`config.mk`:
```
export PLATFORM = sky130hd
export DESIGN_NAME = point_group_classifier
export DESIGN_NICKNAME = d
export VERILOG_FILES = /design/src/rtl/pgc_pkg.sv /design/src/rtl/point_group_classifier.sv
export VERILOG_INCLUDE_DIRS = /design/src /design/src/rtl
export SDC_FILE = /design/constraint.sdc
export NUM_CORES = 2
export LEC_CHECK = 0
export ABC_AREA = 1
export BUFFER_PORTS_ARGS = -buffer_cell sky130_fd_sc_hd__buf_2
export CELL_PAD_IN_SITES_DETAIL_PLACEMENT = 0
export CELL_PAD_IN_SITES_GLOBAL_PLACEMENT = 1
export CORE_UTILIZATION = 36
export CTS_BUF_LIST = sky130_fd_sc_hd__clkbuf_16
export DETAILED_ROUTE_END_ITERATION = 10
export GPL_TIMING_DRIVEN = 0
export PLACE_DENSITY_LB_ADDON = 0.25
export SLEW_MARGIN = 0
export SYNTH_ARGS = -nofsm -noshare
export SYNTH_HDL_FRONTEND = slang
export SYNTH_SLANG_ARGS = --single-unit
export TNS_END_PERCENT = 20
```
`constraint.sdc`:
```
create_clock -name clk -period 20.2 [get_ports clk]
set_input_delay 4.04 -clock clk [delete_from_list [all_inputs] [get_ports clk]]
set_output_delay 4.04 -clock clk [all_outputs]
set_load 0.03 [all_outputs]
```
`src/rtl/assert_macros.svh`:
```
// Assertion macros shared by the point group classifier RTL.
// Needs nothing else; include with the bare file name.
`ifndef ASSERT_MACROS_SVH
`define ASSERT_MACROS_SVH

// Same-cycle implication under an active-low reset.
`define ASSERT_IMPL(label, clk, rst_n, ante, cons) \
	label: assert property (@(posedge clk) disable iff (!(rst_n)) (ante) |-> (cons)) \
		else $error("assertion failed: same-cycle implication");

// Next-cycle implication under an active-low reset.
`define ASSERT_NEXT(label, clk, rst_n, ante, cons) \
	label: assert property (@(posedge clk) disable iff (!(rst_n)) (ante) |=> (cons)) \
		else $error("assertion failed: next-cycle implication");

`endif

```
`src/rtl/pgc_pkg.sv`:
```
// Shared types and constants for the point group classifier.
// Beat structs, opcode and group code enums, dot product limits.
// Depends on nothing.
package pgc_pkg;

	localparam int COUNT_W_DEFAULT = 8;
	localparam int ORDER_W = 8;
	localparam int DIR_W = 16;
	localparam int DIR_FRAC = DIR_W - 2;
	localparam int PROD_W = 2 * DIR_W;
	localparam int SUM_W = PROD_W + 2;

	// Limits on |dot| with 2*DIR_FRAC fraction bits, floored
	localparam logic [SUM_W-1:0] UNIT_SQ = SUM_W'(1) << (2 * DIR_FRAC);
	localparam logic [SUM_W-1:0] LIM_LOW = SUM_W'((UNIT_SQ * 3) / 10);
	localparam logic [SUM_W-1:0] LIM_HIGH = SUM_W'((UNIT_SQ * 7) / 10);

	typedef enum logic [1:0] {
		OP_AXIS = 2'd0,
		OP_PLANE = 2'd1,
		OP_FINISH = 2'd2
	} op_t;

	typedef enum logic [3:0] {
		GC_IH = 4'd0,
		GC_I = 4'd1,
		GC_OH = 4'd2,
		GC_O = 4'd3,
		GC_TD = 4'd4,
		GC_TH = 4'd5,
		GC_T = 4'd6,
		GC_CS = 4'd7,
		GC_CI = 4'd8,
		GC_C1 = 4'd9,
		GC_DNH = 4'd10,
		GC_DND = 4'd11,
		GC_DN = 4'd12,
		GC_CNH = 4'd13,
		GC_CNV = 4'd14,
		GC_CN = 4'd15
	} group_code_t;

	typedef struct packed {
		logic [1:0] op;
		logic [ORDER_W-1:0] axis_order;
		logic signed [DIR_W-1:0] dir_x;
		logic signed [DIR_W-1:0] dir_y;
		logic signed [DIR_W-1:0] dir_z;
		logic inversion_present;
	} item_t;

	typedef struct packed {
		group_code_t group_code;
		logic [ORDER_W-1:0] principal_order;
	} result_t;

endpackage

```
`src/rtl/point_group_classifier.sv`:
```
// Point group classifier: folds symmetry element beats into counts and
// returns a Schoenflies family code on the finish beat.
// Depends on pgc_pkg and assert_macros.svh.
//
//   channel | handshake              | payload
//   --------+------------------------+------------------------------
//   item    | item_valid/item_stall  | pgc_pkg::item_t (element in)
//   result  | result_valid/result_stall | pgc_pkg::result_t (family)
//
// One beat per cycle is taken while item_stall is low; an accepted finish
// beat passes the input, product and result registers before result_valid rises.
// The three dot product multipliers sit between the input and product
// registers; the sum, limit compare and counter update follow them.
// Reset clears the principal axis, all counts and both pipeline valids.
// item_stall rises only while a finish beat waits behind a stalled result.
`include "assert_macros.svh"

module point_group_classifier #(
	parameter int COUNT_WIDTH = pgc_pkg::COUNT_W_DEFAULT
) (
	input  logic              clk,
	input  logic              arst_n,
	input  logic              item_valid,
	output logic              item_stall,
	input  pgc_pkg::item_t    item,
	output logic              result_valid,
	input  logic              result_stall,
	output pgc_pkg::result_t  result
);

	localparam int OW = pgc_pkg::ORDER_W;
	localparam int DW = pgc_pkg::DIR_W;
	localparam int PW = pgc_pkg::PROD_W;
	localparam int SW = pgc_pkg::SUM_W;
	localparam int CMP_W = (COUNT_WIDTH > OW) ? COUNT_WIDTH : OW;
	localparam logic [COUNT_WIDTH-1:0] CNT_MAX = {COUNT_WIDTH{1'b1}};

	function automatic logic [COUNT_WIDTH-1:0] sat_inc(input logic [COUNT_WIDTH-1:0] c);
		sat_inc = (c == CNT_MAX) ? c : c + 1'b1;
	endfunction

	// Stage 1: input register
	logic             valid_s1;
	pgc_pkg::item_t   item_s1;

	// Stage 2: products and carried fields
	logic                  valid_s2;
	logic [1:0]            op_s2;
	logic [OW-1:0]         ord_s2;
	logic                  inv_s2;
	logic [OW-1:0]         n_s2;
	logic signed [PW-1:0]  px_s2, py_s2, pz_s2;

	// Principal axis
	logic signed [DW-1:0]  principal_x_q, principal_y_q, principal_z_q;
	logic [OW-1:0]         highest_q;
	logic                  principal_seen_q;

	// Counts
	logic [COUNT_WIDTH-1:0] c3_q, c4_q, c5_q, perp_q, plane_q, vert_q;
	logic                   hseen_q;

	// Result register
	logic              res_valid_q;
	pgc_pkg::result_t  res_q;

	logic hold_s2, fire_s1, fire_s2, fin_s2;
	logic signed [DW-1:0] pr_x, pr_y, pr_z;
	logic signed [SW-1:0] dot_sum;
	logic [SW-1:0]        dot_abs;
	logic                 is_low, is_high;
	pgc_pkg::group_code_t code;

	assign fin_s2     = (op_s2 == pgc_pkg::OP_FINISH);
	assign hold_s2    = valid_s2 && fin_s2 && res_valid_q && result_stall;
	assign fire_s1    = valid_s1 && !hold_s2;
	assign fire_s2    = valid_s2 && !hold_s2;
	assign item_stall = hold_s2;

	// The first axis is compared with its own direction
	always_comb begin
		if (item_s1.op == pgc_pkg::OP_AXIS && !principal_seen_q) begin
			pr_x = item_s1.dir_x;
			pr_y = item_s1.dir_y;
			pr_z = item_s1.dir_z;
		end else begin
			pr_x = principal_x_q;
			pr_y = principal_y_q;
			pr_z = principal_z_q;
		end
	end

	always_ff @(posedge clk or negedge arst_n) begin
		if (!arst_n) begin
			valid_s1 <= 1'b0;
			valid_s2 <= 1'b0;
		end else if (!hold_s2) begin
			valid_s1 <= item_valid;
			valid_s2 <= valid_s1;
		end
	end

	always_ff @(posedge clk) begin
		if (item_valid && !hold_s2) begin
			item_s1 <= item;
		end
		if (fire_s1) begin
			op_s2  <= item_s1.op;
			ord_s2 <= item_s1.axis_order;
			inv_s2 <= item_s1.inversion_present;
			n_s2   <= highest_q;
			px_s2  <= item_s1.dir_x * pr_x;
			py_s2  <= item_s1.dir_y * pr_y;
			pz_s2  <= item_s1.dir_z * pr_z;
		end
	end

	// Principal axis: take the first axis, drop it on finish
	always_ff @(posedge clk or negedge arst_n) begin
		if (!arst_n) begin
			principal_x_q    <= '0;
			principal_y_q    <= '0;
			principal_z_q    <= '0;
			highest_q        <= OW'(1);
			principal_seen_q <= 1'b0;
		end else if (fire_s1) begin
			if (item_s1.op == pgc_pkg::OP_AXIS && !principal_seen_q) begin
				principal_x_q    <= item_s1.dir_x;
				principal_y_q    <= item_s1.dir_y;
				principal_z_q    <= item_s1.dir_z;
				highest_q        <= item_s1.axis_order;
				principal_seen_q <= 1'b1;
			end else if (item_s1.op == pgc_pkg::OP_FINISH) begin
				principal_x_q    <= '0;
				principal_y_q    <= '0;
				principal_z_q    <= '0;
				highest_q        <= OW'(1);
				principal_seen_q <= 1'b0;
			end
		end
	end

	assign dot_sum = SW'(px_s2) + SW'(py_s2) + SW'(pz_s2);
	assign dot_abs = dot_sum[SW-1] ? SW'(-dot_sum) : SW'(dot_sum);
	assign is_low  = (dot_abs <= pgc_pkg::LIM_LOW);
	assign is_high = (dot_abs > pgc_pkg::LIM_HIGH);

	always_ff @(posedge clk or negedge arst_n) begin
		if (!arst_n) begin
			c3_q    <= '0;
			c4_q    <= '0;
			c5_q    <= '0;
			perp_q  <= '0;
			plane_q <= '0;
			vert_q  <= '0;
			hseen_q <= 1'b0;
		end else if (fire_s2) begin
			unique case (op_s2)
				pgc_pkg::OP_AXIS: begin
					if (ord_s2 == OW'(3)) c3_q <= sat_inc(c3_q);
					if (ord_s2 == OW'(4)) c4_q <= sat_inc(c4_q);
					if (ord_s2 == OW'(5)) c5_q <= sat_inc(c5_q);
					if (ord_s2 == OW'(2) && is_low) perp_q <= sat_inc(perp_q);
				end
				pgc_pkg::OP_PLANE: begin
					plane_q <= sat_inc(plane_q);
					if (is_low) vert_q <= sat_inc(vert_q);
					if (is_high) hseen_q <= 1'b1;
				end
				pgc_pkg::OP_FINISH: begin
					c3_q    <= '0;
					c4_q    <= '0;
					c5_q    <= '0;
					perp_q  <= '0;
					plane_q <= '0;
					vert_q  <= '0;
					hseen_q <= 1'b0;
				end
				default: begin
				end
			endcase
		end
	end

	always_comb begin
		priority if (c5_q >= COUNT_WIDTH'(6)) begin
			code = inv_s2 ? pgc_pkg::GC_IH : pgc_pkg::GC_I;
		end else if (c4_q >= COUNT_WIDTH'(3)) begin
			code = inv_s2 ? pgc_pkg::GC_OH : pgc_pkg::GC_O;
		end else if (c3_q >= COUNT_WIDTH'(4) && n_s2 <= OW'(3)) begin
			if (plane_q >= COUNT_WIDTH'(6)) code = pgc_pkg::GC_TD;
			else code = inv_s2 ? pgc_pkg::GC_TH : pgc_pkg::GC_T;
		end else if (n_s2 == OW'(1)) begin
			if (plane_q != '0) code = pgc_pkg::GC_CS;
			else code = inv_s2 ? pgc_pkg::GC_CI : pgc_pkg::GC_C1;
		end else if (CMP_W'(perp_q) >= CMP_W'(n_s2)) begin
			if (hseen_q) code = pgc_pkg::GC_DNH;
			else if (CMP_W'(vert_q) >= CMP_W'(n_s2)) code = pgc_pkg::GC_DND;
			else code = pgc_pkg::GC_DN;
		end else begin
			if (hseen_q) code = pgc_pkg::GC_CNH;
			else if (vert_q != '0) code = pgc_pkg::GC_CNV;
			else code = pgc_pkg::GC_CN;
		end
	end

	always_ff @(posedge clk or negedge arst_n) begin
		if (!arst_n) begin
			res_valid_q <= 1'b0;
		end else if (fire_s2 && fin_s2) begin
			res_valid_q <= 1'b1;
		end else if (!result_stall) begin
			res_valid_q <= 1'b0;
		end
	end

	always_ff @(posedge clk) begin
		if (fire_s2 && fin_s2) begin
			res_q.group_code      <= code;
			res_q.principal_order <= n_s2;
		end
	end

	assign result_valid = res_valid_q;
	assign result       = res_q;

	`ASSERT_NEXT(a_result_after_finish, clk, arst_n, fire_s2 && fin_s2, result_valid)
	`ASSERT_NEXT(a_principal_cleared, clk, arst_n, fire_s1 && item_s1.op == pgc_pkg::OP_FINISH, !principal_seen_q && highest_q == OW'(1))
	`ASSERT_NEXT(a_counts_cleared, clk, arst_n, fire_s2 && fin_s2, plane_q == '0 && vert_q == '0 && perp_q == '0 && !hseen_q)
	`ASSERT_IMPL(a_stall_needs_blocked_result, clk, arst_n, item_stall, result_valid && result_stall)

endmodule

```
==> impl_metrics.env <==
export IMPL_status="finished with violations"
export IMPL_violations="design-rule violations"
export IMPL_cts_repair_resized=0
export IMPL_fin_hold_ws_ps=443.1
export IMPL_hold_viol_final=0
export IMPL_required_ps=20530
export IMPL_maxSlewHeadroom=0.08812
export IMPL_worst_pin_slew_ps=1354
export IMPL_hold_path_class="reg -> reg"
export IMPL_crit_family="adder cells"
export IMPL_post_place_ws_ps=9566
export IMPL_grt_pass1_vias=35229
export IMPL_yosysTopAreaCell="fa_1"
export IMPL_setup_viol=0
export IMPL_avgSynthCellArea_um2=8.593
export IMPL_synth_common_cells="inv_1 (1252), nand2_1 (1060), fa_1 (819)"
export IMPL_synthTopCellsByArea="fa_1 (36%), edfxtp_1 (12%), inv_1 (10%), nand2_1 (8.8%), ha_1 (8.6%)"
export IMPL_rrSetupSlack_ps=9560
export IMPL_wl_per_cell_um=18.71
export IMPL_grt_first_pass_wirelength_um=207800
export IMPL_crit_buf_inv=7
export IMPL_cts_tree="done"
export IMPL_core_region_area_um2=124100
export IMPL_drive_above_1_share=0.04887
export IMPL_syn_to_final_growth_pct=9.053
export IMPL_nets=6579
export IMPL_arrival_ps=10970
export IMPL_fmax_ghz=0.09397
export IMPL_critical_path_depth=32
export IMPL_max_cap_viol_count=0
export IMPL_ff_latch_area_um2=8314
export IMPL_row_count=129
export IMPL_multi_input_area_um2=31570
export IMPL_drc_errors=2
export IMPL_boundaryPins=77
export IMPL_clk_insertion_delay_late_ps=630
export IMPL_synth_warnings=0
export IMPL_grt_max_degree=78
export IMPL_end_kind="flop"
export IMPL_start_kind="flop"
export IMPL_yosysSeqAreaShare=0.1840
export IMPL_tns_ps=0
export IMPL_slew_viol_final=0
export IMPL_syn_nets=6449
export IMPL_drt_total_wl_um=132100
export IMPL_synth_top_cell_area_share=0.3629
export IMPL_critical_path_class="reg -> reg"
export IMPL_antenna_cells=0
export IMPL_nFillCells=12749
export IMPL_skew_ps=40.22
export IMPL_cts_htree_levels=2
export IMPL_yosysMostFrequentCell="inv_1"
export IMPL_grt_setup_unrepaired="no"
export IMPL_yosys_register_bits=295
export IMPL_synth_async_sr_flop_share=0.3695
export IMPL_gp_routability_congestion=0.8899
export IMPL_grt_usage=0.2152
export IMPL_crit_fanout=10
export IMPL_max_stage_delay_ps=1000
export IMPL_cts_root_buf="clkbuf_16"
export IMPL_crit_slowest_cell="nor3_1"
export IMPL_cts_buffer_depth=3
export IMPL_dpl_hpwl_um=111000
export IMPL_dr_pass1_iters=8
export IMPL_postCtsSetupBuffers=0
export IMPL_period_minus_slack_ps=10640
export IMPL_clock_sinks=295
export IMPL_die_height_um=356.3
export IMPL_netlist_area_um2=45180
export IMPL_antenna_found_initial=0
export IMPL_initial_core_util=0.3640
export IMPL_synthFlopType="edfxtp_1"
export IMPL_globalRouteOverflowTotal=0
export IMPL_io_buffers=76
export IMPL_vias=33761
export IMPL_drt_iter0_markers=2054
export IMPL_dieArea_um2=126900
export IMPL_finalCritPeriodShare=0.5268
export IMPL_cts_buffers=43
export IMPL_synth_edf_count=186
export IMPL_synthDistinctLibCells=55
export IMPL_fin_util=0.3970
export IMPL_hold_buffers=0
export IMPL_ant_nets=0
export IMPL_ff2ff_path_depth=32
export IMPL_syn_inst=5258
export IMPL_via_per_inst=4.782
export IMPL_min_path_cells=0
export IMPL_setup_slack_ps=9558
export IMPL_clkSlewWorstSetupHoldPaths_ps=60
export IMPL_fp_dieW_um=356.3
[routing by layer]
metal	global-route usage	wire (um)
met5	0	0
met4	0.04464	2619
met3	0.02153	5063
met2	0.3600	62840
met1	0.3022	61590
[cells in the final DEF (no fill, tap or decap), drive strengths merged]
cell,instances
inv,1278
o21bai,15
a22o,7
clkinvlp,5
o21ai,147
nand3,168
and2,4
or2,4
o21a,4
a21boi,10
xnor2,52
nor4,12
and3,3
fa,819
o22ai,1
nor2,558
a2111oi,3
clkbuf,142
a21oi,131
o221ai,1
nand3b,6
a21o,4
buf,100
edfxtp,186
dfstp,1
o211ai,6
nand2,1094
ha,309
clkinv,38
a211oi,7
bufinv,6
o22a,2
nand4,29
o2111ai,1
xor2,74
nor3,27
a31oi,9
nor3b,12
o31ai,40
dfrtp,108
[through the flow]
stage,instances,instance area (um2)
after global routing,7060,49270
after floorplan,5258,45180
after CTS,7060,49270
final,7060,49270
after global placement,6971,47610
after detailed placement,6980,47780
[path summary, 6_finish.rpt]
path,startpoint,endpoint
min in group asynchronous,arst_n,principal_x_q[11]
max in group asynchronous,arst_n,highest_q[0]
max reg2reg,item_s1[58],px_s2[31]
min,item_s1[0],inv_s2
min reg2reg,item_s1[0],inv_s2
max,item_s1[58],px_s2[31]
[final cells by class]
cell class / instances / area share
plain buffers: 114 / 0.009472
clock buffers: 43 / 0.02184
clock inverters: 37 / 0.008405
inverters: 1290 / 0.09827
multi-input cells: 3559 / 0.6408
flip-flops and latches: 295 / 0.1687
well taps: 1637 / 0.04157
repair buffers: 85 / 0.01089
[flip-flops by register name, summed over array words and instances (netlist names), 12 cells and up]
signal	count
item_s1	59
px_s2	32
py_s2	32
pz_s2	32
principal_x_q	16
principal_y_q	16
principal_z_q	16
result	12
[cell families (layout without fill, tap and decap cells)]
group | Yosys count | after routing | share of synthesized area
simple gates | 1917 | 1917 | 0.1754
buf+inv | 1404 | 1569 | 0.1175
fa+ha+maj | 1128 | 1128 | 0.4485
compound gates | 388 | 388 | 0.05018
flops | 295 | 295 | 0.1840
xor+xnor | 126 | 126 | 0.02442
Power is not shown: default switching activity piles up to over one toggle a cycle in this logic, so the estimate is an artifact.
